<file path="src/sv/maf_pkg.sv">
// shared constants for the 802.15.4 mac frame address filter
// no dependencies

package maf_pkg;

   localparam int unsigned ByteWidth   = 8;
   localparam int unsigned FlagsWidth  = 5;
   localparam int unsigned ReasonWidth = 3;
   localparam int unsigned PosWidth    = 4;
   localparam int unsigned CsrIdxWidth = 2;
   localparam int unsigned CsrDataWidth = 64;

   // filter flag bits
   localparam int unsigned FlagPassAll   = 0;
   localparam int unsigned FlagBeacon    = 1;
   localparam int unsigned FlagShort     = 2;
   localparam int unsigned FlagDataShort = 3;
   localparam int unsigned FlagLong      = 4;

   // frame control bits
   localparam int unsigned FcSeqSuppress = 8;
   localparam int unsigned FcDestLong    = 10;
   localparam int unsigned FcDestPresent = 11;
   localparam logic [2:0] FrameTypeBeacon = 3'd0;
   localparam logic [2:0] FrameTypeData   = 3'd1;

   localparam logic [15:0] AnyPan         = 16'hffff;
   localparam logic [15:0] BroadcastShort = 16'hffff;

   // register indexes
   localparam logic [CsrIdxWidth-1:0] RegFlags = 2'd0;
   localparam logic [CsrIdxWidth-1:0] RegPanId = 2'd1;
   localparam logic [CsrIdxWidth-1:0] RegShort = 2'd2;
   localparam logic [CsrIdxWidth-1:0] RegLong  = 2'd3;

   typedef enum logic [ReasonWidth-1:0] {
      REASON_OK    = 3'd0,
      REASON_SEQ   = 3'd1,
      REASON_PAN   = 3'd2,
      REASON_ADDR  = 3'd3,
      REASON_SHORT = 3'd4
   } reason_type;

endpackage

</file>
<file path="src/sv/mac_frame_address_filter_core.sv">
// top level of the 802.15.4 mac frame address filter
// depends on maf_pkg for widths, flag positions and reason codes

// Takes the MAC bytes of a received 802.15.4 frame, one word per cycle, and
// gives one accept/reject verdict per frame on the byte that settles it, or
// at frame end with reason "too short". A word is accepted into an input
// register and judged on its way into the result register, so one word can
// be taken every cycle; the input stalls only when a word that yields a
// verdict finds the result register still held by a stalled verdict.
// The verdict enters the result register as the word settling it leaves the
// input register. Configuration is written through the csr port, which is
// always ready; write it only when the block is idle.

module mac_frame_address_filter_core (
   input  logic                                 clock,
   input  logic                                 reset,
   input  logic                                 req_valid,
   output logic                                 req_stall,
   input  logic [maf_pkg::ByteWidth-1:0]        req_frame_byte,
   input  logic                                 req_frame_start,
   input  logic                                 req_frame_end,
   output logic                                 rsp_valid,
   input  logic                                 rsp_stall,
   output logic                                 rsp_accept,
   output logic [maf_pkg::ReasonWidth-1:0]      rsp_reject_reason,
   input  logic                                 csr_valid,
   output logic                                 csr_ready,
   input  logic [maf_pkg::CsrIdxWidth-1:0]      csr_index,
   input  logic [maf_pkg::CsrDataWidth-1:0]     csr_data
);

   // configuration registers
   logic [maf_pkg::FlagsWidth-1:0] flags_ff;
   logic [15:0]                    pan_id_ff;
   logic [15:0]                    short_addr_ff;
   logic [63:0]                    long_addr_ff;

   // input register
   logic                           s1_valid_ff;
   logic [maf_pkg::ByteWidth-1:0]  s1_byte_ff;
   logic                           s1_start_ff;
   logic                           s1_end_ff;

   // frame state
   logic [maf_pkg::PosWidth-1:0]   pos_ff, pos_in;
   logic                           verdict_ff, verdict_in;
   logic [15:0]                    fc_ff;
   logic [7:0]                     pan_lo_ff;
   logic [55:0]                    addr_ff;

   // result register
   logic                           rsp_valid_ff;
   logic                           rsp_accept_ff;
   maf_pkg::reason_type            reason_ff;

   logic [maf_pkg::PosWidth-1:0]   pos_eff;
   logic                           verdict_eff;
   logic                           judged;
   maf_pkg::reason_type            judge_reason;
   maf_pkg::reason_type            reason_in;
   logic                           have_result;
   logic                           out_free;
   logic                           s1_go;
   logic [15:0]                    fc_new;
   logic [15:0]                    pan_new;
   logic [15:0]                    short_seen;
   logic [63:0]                    long_seen;
   logic [2:0]                     fc_type;
   logic                           short_en;

   assign csr_ready = 1'b1;

   always_ff @(posedge clock) begin
      if (reset) begin
         flags_ff      <= '0;
         pan_id_ff     <= '0;
         short_addr_ff <= '0;
         long_addr_ff  <= '0;
      end else if (csr_valid) begin
         unique case (csr_index)
            maf_pkg::RegFlags: flags_ff      <= csr_data[maf_pkg::FlagsWidth-1:0];
            maf_pkg::RegPanId: pan_id_ff     <= csr_data[15:0];
            maf_pkg::RegShort: short_addr_ff <= csr_data[15:0];
            maf_pkg::RegLong:  long_addr_ff  <= csr_data;
            default: ;
         endcase
      end
   end

   // a start word restarts the frame, wherever the old one stood
   assign pos_eff     = s1_start_ff ? '0 : pos_ff;
   assign verdict_eff = s1_start_ff ? 1'b0 : verdict_ff;

   assign fc_new     = {s1_byte_ff, fc_ff[7:0]};
   assign pan_new    = {s1_byte_ff, pan_lo_ff};
   assign short_seen = {s1_byte_ff, addr_ff[7:0]};
   assign long_seen  = {s1_byte_ff, addr_ff};
   assign fc_type    = fc_ff[2:0];
   assign short_en   = flags_ff[maf_pkg::FlagShort] ||
                       (flags_ff[maf_pkg::FlagDataShort] && fc_type == maf_pkg::FrameTypeData);

   always_comb begin
      judged       = 1'b0;
      judge_reason = maf_pkg::REASON_OK;
      case (pos_eff)
         4'd0: begin
            judged = flags_ff[maf_pkg::FlagPassAll];
         end
         4'd1: begin
            if (fc_new[maf_pkg::FcSeqSuppress]) begin
               judged       = 1'b1;
               judge_reason = maf_pkg::REASON_SEQ;
            end else if (flags_ff[maf_pkg::FlagBeacon] &&
                         fc_new[2:0] == maf_pkg::FrameTypeBeacon) begin
               judged = 1'b1;
            end else if (!fc_new[maf_pkg::FcDestPresent]) begin
               judged       = 1'b1;
               judge_reason = maf_pkg::REASON_ADDR;
            end
         end
         4'd4: begin
            if (pan_new != maf_pkg::AnyPan && pan_new != pan_id_ff) begin
               judged       = 1'b1;
               judge_reason = maf_pkg::REASON_PAN;
            end else if (!fc_ff[maf_pkg::FcDestLong] && !short_en) begin
               judged       = 1'b1;
               judge_reason = maf_pkg::REASON_ADDR;
            end else if (fc_ff[maf_pkg::FcDestLong] && !flags_ff[maf_pkg::FlagLong]) begin
               judged       = 1'b1;
               judge_reason = maf_pkg::REASON_ADDR;
            end
         end
         4'd6: begin
            // second address byte settles a short destination
            if (!fc_ff[maf_pkg::FcDestLong]) begin
               judged = 1'b1;
               if (short_seen != maf_pkg::BroadcastShort && short_seen != short_addr_ff)
                  judge_reason = maf_pkg::REASON_ADDR;
            end
         end
         4'd12: begin
            if (fc_ff[maf_pkg::FcDestLong]) begin
               judged = 1'b1;
               if (long_seen != long_addr_ff)
                  judge_reason = maf_pkg::REASON_ADDR;
            end
         end
         default: ;
      endcase
   end

   assign have_result = !verdict_eff && (judged || s1_end_ff);
   assign reason_in   = judged ? judge_reason : maf_pkg::REASON_SHORT;
   assign out_free    = !rsp_valid_ff || !rsp_stall;
   assign s1_go       = !have_result || out_free;
   assign req_stall   = s1_valid_ff && !s1_go;

   always_comb begin
      if (s1_end_ff)
         pos_in = '0;
      else if (pos_eff != '1)
         pos_in = pos_eff + 1'b1;
      else
         pos_in = pos_eff;
      verdict_in = s1_end_ff ? 1'b0 : (verdict_eff || have_result);
   end

   always_ff @(posedge clock) begin
      if (reset) begin
         s1_valid_ff  <= 1'b0;
         pos_ff       <= '0;
         verdict_ff   <= 1'b0;
         fc_ff        <= '0;
         rsp_valid_ff <= 1'b0;
      end else begin
         if (!req_stall)
            s1_valid_ff <= req_valid;
         if (s1_valid_ff && s1_go) begin
            pos_ff     <= pos_in;
            verdict_ff <= verdict_in;
            if (!verdict_eff) begin
               if (pos_eff == 4'd0)
                  fc_ff <= {8'h00, s1_byte_ff};
               else if (pos_eff == 4'd1)
                  fc_ff <= fc_new;
            end
         end
         if (out_free)
            rsp_valid_ff <= s1_valid_ff && have_result;
      end
   end

   // payload registers, no reset
   always_ff @(posedge clock) begin
      if (req_valid && !req_stall) begin
         s1_byte_ff  <= req_frame_byte;
         s1_start_ff <= req_frame_start;
         s1_end_ff   <= req_frame_end;
      end
      if (s1_valid_ff && s1_go && !verdict_eff) begin
         if (pos_eff == 4'd3)
            pan_lo_ff <= s1_byte_ff;
         case (pos_eff)
            4'd5:  addr_ff[7:0]   <= s1_byte_ff;
            4'd6:  addr_ff[15:8]  <= s1_byte_ff;
            4'd7:  addr_ff[23:16] <= s1_byte_ff;
            4'd8:  addr_ff[31:24] <= s1_byte_ff;
            4'd9:  addr_ff[39:32] <= s1_byte_ff;
            4'd10: addr_ff[47:40] <= s1_byte_ff;
            4'd11: addr_ff[55:48] <= s1_byte_ff;
            default: ;
         endcase
      end
      if (out_free && s1_valid_ff && have_result) begin
         rsp_accept_ff <= (reason_in == maf_pkg::REASON_OK);
         reason_ff     <= reason_in;
      end
   end

   assign rsp_valid         = rsp_valid_ff;
   assign rsp_accept        = rsp_accept_ff;
   assign rsp_reject_reason = reason_ff;

   // accept flag and reason code agree
   assert property (@(posedge clock) disable iff (reset)
      rsp_valid_ff |-> (rsp_accept_ff == (reason_ff == maf_pkg::REASON_OK)))
      else $error("accept flag disagrees with reason");

   // a verdict inside a frame blocks further verdicts until the frame ends
   assert property (@(posedge clock) disable iff (reset)
      (s1_valid_ff && s1_go && have_result && !s1_end_ff) |=> verdict_ff)
      else $error("verdict not recorded");

   // a frame end always clears the frame state
   assert property (@(posedge clock) disable iff (reset)
      (s1_valid_ff && s1_go && s1_end_ff) |=> (pos_ff == '0 && !verdict_ff))
      else $error("frame state not cleared at frame end");

   // input stalls only behind a verdict that cannot move on
   assert property (@(posedge clock) disable iff (reset)
      req_stall |-> (s1_valid_ff && have_result && rsp_valid_ff && rsp_stall))
      else $error("spurious input stall");

endmodule

</file>
<file path="config.mk">
export PLATFORM = sky130hd
export DESIGN_NAME = mac_frame_address_filter_core
export DESIGN_NICKNAME = d
export VERILOG_FILES = /design/src/sv/maf_pkg.sv /design/src/sv/mac_frame_address_filter_core.sv
export SDC_FILE = /design/constraint.sdc
export NUM_CORES = 1
export LEC_CHECK = 0
export BUFFER_PORTS_ARGS = -buffer_cell sky130_fd_sc_hd__buf_2
export CAP_MARGIN = 20
export CORE_MARGIN = 4
export CORE_UTILIZATION = 53
export DETAILED_ROUTE_END_ITERATION = 16
export GPL_TIMING_DRIVEN = 0
export PLACE_DENSITY = 0.83
export SETUP_SLACK_MARGIN = 0.3
export SLEW_MARGIN = 20
export SYNTH_ARGS = -nofsm -noshare
export SYNTH_HDL_FRONTEND = slang
export SYNTH_SLANG_ARGS = --single-unit
</file>
<file path="constraint.sdc">
create_clock -name clock -period 3.3 [get_ports clock]
set_input_delay 0.33 -clock clock [delete_from_list [all_inputs] [get_ports clock]]
set_output_delay 0.33 -clock clock [all_outputs]
set_load 0.05 [all_outputs]
</file>
==> Word-level counts from Yosys, hierarchy flattened <==
Cells that the tools add are included.
{ "totals": {"reg_bits": 192, "in_bits": 81, "output_inout_bits": 7, "elab_cells": 121} }
{ "op_classes": {"add_sub_neg": 1, "n_eq_ne": 21, "muxes": 28, "n_bitwise": 1, "n_reduce_logical": 47} }
{ "op_table": {"columns": ["op", "n"], "rows": [
  ["!= test 64 bit", 1],
  ["!= test 16 bit", 2],
  ["!= test 16 bit (second input constant)", 2],
  ["AND reduction 2 bit", 12],
  ["two-way mux 11 bit", 2],
  ["== test 4 bit (second input constant)", 5],
  ["two-way mux 2 bit", 10],
  ["== test 4 x 3 -> 1 bit (second input constant)", 4],
  ["logical AND 1 bit", 14],
  ["two-way mux 4 bit", 3],
  ["two-way mux 1 bit", 10],
  ["logical NOT 1 bit", 9],
  ["case mux 2 bit (4 select lines)", 1],
  ["logical NOT 3 bit", 2],
  ["AND reduction 3 bit", 2],
  ["logical OR 1 bit", 5],
  ["case mux 1 bit (5 select lines)", 1],
  ["adder 4 x 1 -> 4 bit (second input constant)", 1],
  ["== test 2 bit (second input constant)", 2],
  ["== test 4 x 1 -> 1 bit (second input constant)", 1],
  ["== test 4 x 2 -> 1 bit (second input constant)", 1],
  ["logical NOT 4 bit", 1],
  ["!= test 4 bit (second input constant)", 1],
  ["== test 3 x 1 -> 1 bit (second input constant)", 1],
  ["5 further kinds", 5]
]} }

==> Depth between registers and ports, before layout <==
{ "logic_depth": {"ltp_word": 16, "mapped_depth": 11, "depth_no_buf": 10} }

==> Worst setup path before layout <==
No wires, ideal clock.
{ "synth_timing": {"path_kind": "register -> register", "from": "reg s1_start_ff", "to": "reg s1_byte_ff[0] in the netlist's numbering, enable pin", "setup_time_ps": 344, "arrival_ps": 2812, "t_required_ps": 2956, "setup_slack_ps": 144, "path_stages_with_launch": 10, "path_buffers": 0, "period_less_slack_ps": 3156, "cell_sequence": "edfxtp_1 and2b_1 ha_1 or3b_1 a21o_1 o211ai_2 or2_4 o21ai_0 nor2_1 nor2b_1"} }
{ "synth_between": {"elab_chain_cells": 11, "elab_cells_between_ends": 17, "cone_classes": "eq/ne (4); mux (3); reduce/logical (10)"} }
{ "synth_lines": {"columns": ["item", "line_no", "source"], "rows": [
  ["start: declaration", "mac_frame_address_filter_core.sv:41", "logic s1_start_ff;"],
  ["start signal: assignment", "mac_frame_address_filter_core.sv:197", "s1_start_ff <= req_frame_start;"],
  ["two-way mux 4 bit", "mac_frame_address_filter_core.sv:91", "assign pos_eff = s1_start_ff ? '0 : pos_ff;"],
  ["== test 4 bit (tied with other cells)", "mac_frame_address_filter_core.sv:105", "case (pos_eff)"],
  ["case mux 1 bit (5 select lines)", "mac_frame_address_filter_core.sv:105", null],
  ["logical OR 1 bit", "mac_frame_address_filter_core.sv:152", "assign have_result = !verdict_eff && (judged || s1_end_ff);"],
  ["logical AND 1 bit *", "mac_frame_address_filter_core.sv:152", null],
  ["logical NOT 1 bit *", "mac_frame_address_filter_core.sv:155", "assign s1_go = !have_result || out_free;"],
  ["logical OR 1 bit *", "mac_frame_address_filter_core.sv:155", null],
  ["logical NOT 1 bit *", "mac_frame_address_filter_core.sv:156", "assign req_stall = s1_valid_ff && !s1_go;"],
  ["logical AND 1 bit *", "mac_frame_address_filter_core.sv:156", null],
  ["via req_stall", "mac_frame_address_filter_core.sv:18", "output logic req_stall,"],
  ["logical NOT 1 bit *", "mac_frame_address_filter_core.sv:195", "if (req_valid && !req_stall) begin"],
  ["logical AND 1 bit *", "mac_frame_address_filter_core.sv:195", null],
  ["end signal: assignment", "mac_frame_address_filter_core.sv:196", "s1_byte_ff <= req_frame_byte;"],
  ["end: declaration", "mac_frame_address_filter_core.sv:40", "logic [maf_pkg::ByteWidth-1:0] s1_byte_ff;"]
]} }
The timed path passes the listed nets; every way through them passes the cells marked *.
A chain may end at the register's enable or synchronous reset.

==> Worst setup path in the final report <==
{ "layout_timing": {"from": "reg s1_byte_ff[2] in the netlist's numbering", "to": "reg addr_ff[14], enable pin"} }
{ "layout_between": {"elab_chain_cells": 11, "elab_cells_between_ends": 12, "cone_classes": "eq/ne (2); mux (2); reduce/logical (8)"} }
{ "layout_lines": {"columns": ["item", "line_no", "source"], "rows": [
  ["!= test 16 bit", "mac_frame_address_filter_core.sv:122", "if (pan_new != maf_pkg::AnyPan && pan_new != pan_id_ff) begin"],
  ["logical AND 1 bit *", "mac_frame_address_filter_core.sv:122", null],
  ["two-way mux 1 bit *", "mac_frame_address_filter_core.sv:122", null],
  ["case mux 1 bit (5 select lines) *", "mac_frame_address_filter_core.sv:105", null],
  ["logical OR 1 bit *", "mac_frame_address_filter_core.sv:152", null],
  ["logical AND 1 bit *", "mac_frame_address_filter_core.sv:152", null],
  ["logical NOT 1 bit *", "mac_frame_address_filter_core.sv:155", null],
  ["logical OR 1 bit *", "mac_frame_address_filter_core.sv:155", null],
  ["logical AND 1 bit * (2 in a row)", "mac_frame_address_filter_core.sv:200", "if (s1_valid_ff && s1_go && !verdict_eff) begin"],
  ["AND reduction 2 bit (no line) *", null, null],
  ["end signal: assignment", "mac_frame_address_filter_core.sv:205", "4'd6: addr_ff[15:8] <= s1_byte_ff;"],
  ["end: declaration", "mac_frame_address_filter_core.sv:49", "logic [55:0] addr_ff;"]
]} }
Every way passes the cells marked *; elsewhere a longest branch is shown, timed or not.

==> impl_metrics.env <==
export IMPL_synth_edff_count=78
export IMPL_finalCriticalPeriod_ns=2.95
export IMPL_num_vias=6222
export IMPL_hold_start="req_frame_byte[4]"
export IMPL_synth_area_top_cells="edfxtp_1 (29%), dfxtp_1 (28%), nand2_1 (9.7%), xor2_1 (7.0%), a21oi_1 (6.2%)"
export IMPL_die_x_extent_um=131
export IMPL_drt_pass1_iter_count=5
export IMPL_unrepaired_setup_endpoints_after_global_routing="true"
export IMPL_ioPinCount=88
export IMPL_maxSlewViolCount=0
export IMPL_dp_cells=1055
export IMPL_fillCellCount=1096
export IMPL_tritoncts="done"
export IMPL_std_cell_rows=44
export IMPL_grt_pass1_vias=5993
export IMPL_worstSetupEndpointType="flop"
export IMPL_post_route_period_util_pct=89.3
export IMPL_gp_congestion=0.878
export IMPL_yosys_warnings=0
export IMPL_fp_dieArea_um2=17000
export IMPL_tritoncts_num_sinks=190
export IMPL_drc=0
export IMPL_regToRegSetupSlack_ns=0.35
export IMPL_portBuffers=85
export IMPL_syn_num_nets=868
export IMPL_clock_tree_root_cell="clkbuf_16"
export IMPL_p_leak_nw=3.58
export IMPL_global_route_wire_length_before_repair_um=31500
export IMPL_peak_fanout_along_the_critical_path=6
export IMPL_achievable_frequency_mhz=339
export IMPL_fraction_of_final_layout_cells_sized_beyond_drive_strength_1_pct=20.3
export IMPL_ys_types=56
export IMPL_worst_ep_arrival_time_ns=3.10
export IMPL_ys_async_sr_fraction_pct=0
export IMPL_timing_clock_skew_ns=0.0123
export IMPL_totalNegativeSetupSlack_ns=0
export IMPL_reg2reg_depth=10
export IMPL_fin_nets=999
export IMPL_postSynth_topFlopCell="dfxtp_1"
export IMPL_worst_hold_path_type="in -> reg"
export IMPL_areaGrowthSynthToFinish_pct=20.7
export IMPL_vertical_extent_of_the_die_um=131
export IMPL_netlist_top_cell_by_area="edfxtp_1"
export IMPL_timing_final_hold_violations=0
export IMPL_worst_r2r_startpoint="s1_byte_ff[2]"
export IMPL_synthesis_area_um2=7960
export IMPL_htree_levels=4
export IMPL_netlist_area_leader_share_pct=29.4
export IMPL_hold_path_cell_count=1
export IMPL_wirelength_um=21000
export IMPL_worstSetupPathType="reg -> reg"
export IMPL_final_setup_viol_count=0
export IMPL_worstMarginPinSlew_ns=0.753
export IMPL_worst_setup_hold_path_clk_slew_ns=0.06
export IMPL_holdBufCountCts=0
export IMPL_grt_max_degree=17
export IMPL_initial_core_util_pct=54.3
export IMPL_power_share_clock_pct=43.2
export IMPL_drt_iter0_drc=618
export IMPL_status="finished clean"
export IMPL_pwr_share_seq_pct=49.9
export IMPL_p_comb_share_pct=6.9
export IMPL_slew_headroom_pct=49.8
export IMPL_clock_path_buffers=2
export IMPL_crit_path_cells="buf_6 -> xnor2_2 -> nand4_1 -> nor4_2 -> o21ai_4 -> buf_4 -> o21ai_4 -> nand2_4 -> nor4_4 -> buf_6"
export IMPL_power_report_internal_total_mw=3.96
export IMPL_post_synth_inst_count=783
export IMPL_netSwitchingFraction_pct=22.3
export IMPL_maxCapViolCount=0
export IMPL_ys_seq_elements=190
export IMPL_syn_area_per_cell_um2=10.2
export IMPL_ant_nets=0
export IMPL_synth_seq_area_share_pct=57.6
export IMPL_instances_no_fill=1113
export IMPL_worstPathRequired_ns=3.45
export IMPL_tritoncts_num_buffers=17
export IMPL_p_switching_mw=1.14
export IMPL_r2r_end="addr_ff[14]"
export IMPL_grt_overflow_total=0
export IMPL_critPathSlowestCell="edfxtp_1"
export IMPL_clock_insertion_delay_worst_skew_ns=0.44
export IMPL_vdd_drop_max_v=0.000443
export IMPL_cellPowerDensity_nw_per_um2=530
export IMPL_groute_usage_overall_pct=24.8
export IMPL_antenna_violations_before_repair=1
export IMPL_vias_per_cell=5.59
export IMPL_place_detailed_hpwl_um=14200
export IMPL_placeableCoreArea_um2=14600
export IMPL_cp_slowest_stage_delay_ns=0.51
export IMPL_drt_wirelength_per_cell_um=18.8
export IMPL_worst_hold_endpoint="s1_byte_ff[4]"
export IMPL_critPathLaunchType="flop"
## flip-flops by register name, indices dropped and copies added, names as in the netlist
name               cells
short_addr_ff         16
pan_lo_ff              8
pan_id_ff             16
s1_valid_ff            1
long_addr_ff          64
pos_ff                 4
s1_byte_ff             8
flags_ff               5
rsp_accept             1
rsp_reject_reason      3
addr_ff               56
s1_end_ff              1
s1_start_ff            1
fc_ff                  4
verdict_ff             1
rsp_valid              1
## per-stage QoR
step | setup WS, ns | total power, mW | hold slack [ns] | utilization, % | cell area [um^2]
final | 0.352 | 5.09 | 0.0652 | 65.6 | 9600
after global routing | 0.241 | 5.23 | 0.0543 | 65.6 | 9600
after CTS | 0.275 | 5.07 | 0.0589 | 64.4 | 9430
after detailed placement | 0.0685 | 2.91 | 0.458 | 59.1 | 8650
after global placement | -0.569 | 2.90 | 0.454 | 58.8 | 8610
after floorplan | 0.231 | 2.77 | 0.429 | - | 7960
## cell usage in the layout, fill, tap and decap left out, types with 2 or more instances in the layout
master,n
diode_2,2
o21ai_4,3
nand2_1,204
clkbuf_16,18
xor2_1,64
clkbuf_8,4
and2_2,4
a21oi_1,98
ha_4,2
and4_1,2
clkbuf_1,32
a21o_1,2
nor4_4,2
nand3_1,5
clkinv_2,3
mux2i_1,12
buf_6,4
and2_1,2
buf_1,2
bufinv_16,3
edfxtp_1,78
o211ai_1,2
nand4_1,18
nor4_2,2
nor3b_2,3
xnor2_1,32
inv_1,6
nor4_1,21
nor2_1,14
o211ai_2,2
nand2_2,2
nand2b_1,12
o31ai_1,2
clkinv_4,2
or4_1,2
or2_2,4
buf_4,27
dfxtp_1,112
buf_2,87
## layout make-up
cell class | instances | area [um^2] | area share [%]
inverters | 6 | 22.5 | 0.235
clock inverters | 9 | 130 | 1.36
flip-flops and latches | 190 | 4580 | 47.7
well taps | 184 | 230 | 2.40
clock buffers | 23 | 509 | 5.30
multi-input cells | 547 | 3300 | 34.3
diodes | 2 | 5.00 | 0.0521
plain buffers | 40 | 185 | 1.93
repair buffers | 112 | 637 | 6.63
## worst max-delay path, delay by kind of cell, from the launching register on
kind	cells	cell delay [ns]
flip-flops	1	0.51
XOR/XNOR	1	0.12
AO/OA/AOI/OAI	2	0.32
AND/OR/NAND/NOR	4	1.13
buffers and inverters	3	0.58
## timing repair
| action | in CTS | in global routing |
|---|---|---|
| setup endpoints to repair | 70 | 70 |
| hold endpoints to repair | 0 | 0 |
| pin swaps | 0 | 7 |
| setup buffers | 18 | 6 |
| gates resized for setup | 4 | 28 |
## cells in the mapped netlist (4+ instances only)
cell type,instances
a21oi_1,98
and2_1,6
clkbuf_1,31
dfxtp_1,112
edfxtp_1,78
ha_1,4
inv_1,6
mux2i_1,12
nand2_1,206
nand2b_1,13
nand3_1,5
nand4_1,18
nor2_1,16
nor4_1,24
or2_2,4
xnor2_1,32
xor2_1,64
## power by group through the flow
stage          logic, mW  clock network [mW]  registers (mW)
4_1_cts            0.336                2.20            2.54
3_5_place_dp       0.292                   0            2.62
3_3_place_gp       0.284                   0            2.61
6_report           0.351                2.20            2.54
2_1_floorplan      0.176                   0            2.59
5_1_grt            0.382                2.30            2.55
## worst max-delay path by stage
stage | depth (start not counted) | start | to | slack [ns]
4_1_cts | 10 | s1_start_ff | s1_start_ff | 0.28
3_3_place_gp | 8 | s1_byte_ff[3] | addr_ff[17] | -0.57
2_1_floorplan | 10 | s1_start_ff | addr_ff[0] | 0.23
6_report | 10 | s1_byte_ff[2] | addr_ff[14] | 0.35
5_1_grt | 10 | s1_start_ff | req_stall | 0.24
3_5_place_dp | 8 | s1_byte_ff[0] | pan_lo_ff[7] | 0.07
## logic make-up after synthesis
logic type	after synthesis	share of synthesized area (%)
AO/OA/AOI/OAI	118	8.33
XOR/XNOR	97	10.8
adder cells (fa/ha/maj)	4	0.629
buffers and inverters	46	2.61
flip-flops	190	57.6
multiplexers	13	1.70
other	1	0.0471
AND/OR/NAND/NOR	314	18.3
## routing by layer
layer	share of wire, %	vias to the layer above	routed length (um)	track usage, %
li1	-	2933	-	-
met1	39	2951	8210	31.0
met2	50	285	10500	42.0
met3	7.8	53	1640	5.33
met4	3.1	0	654	10.2
met5	0	-	0	0
Power figures use the tool's default switching activity.
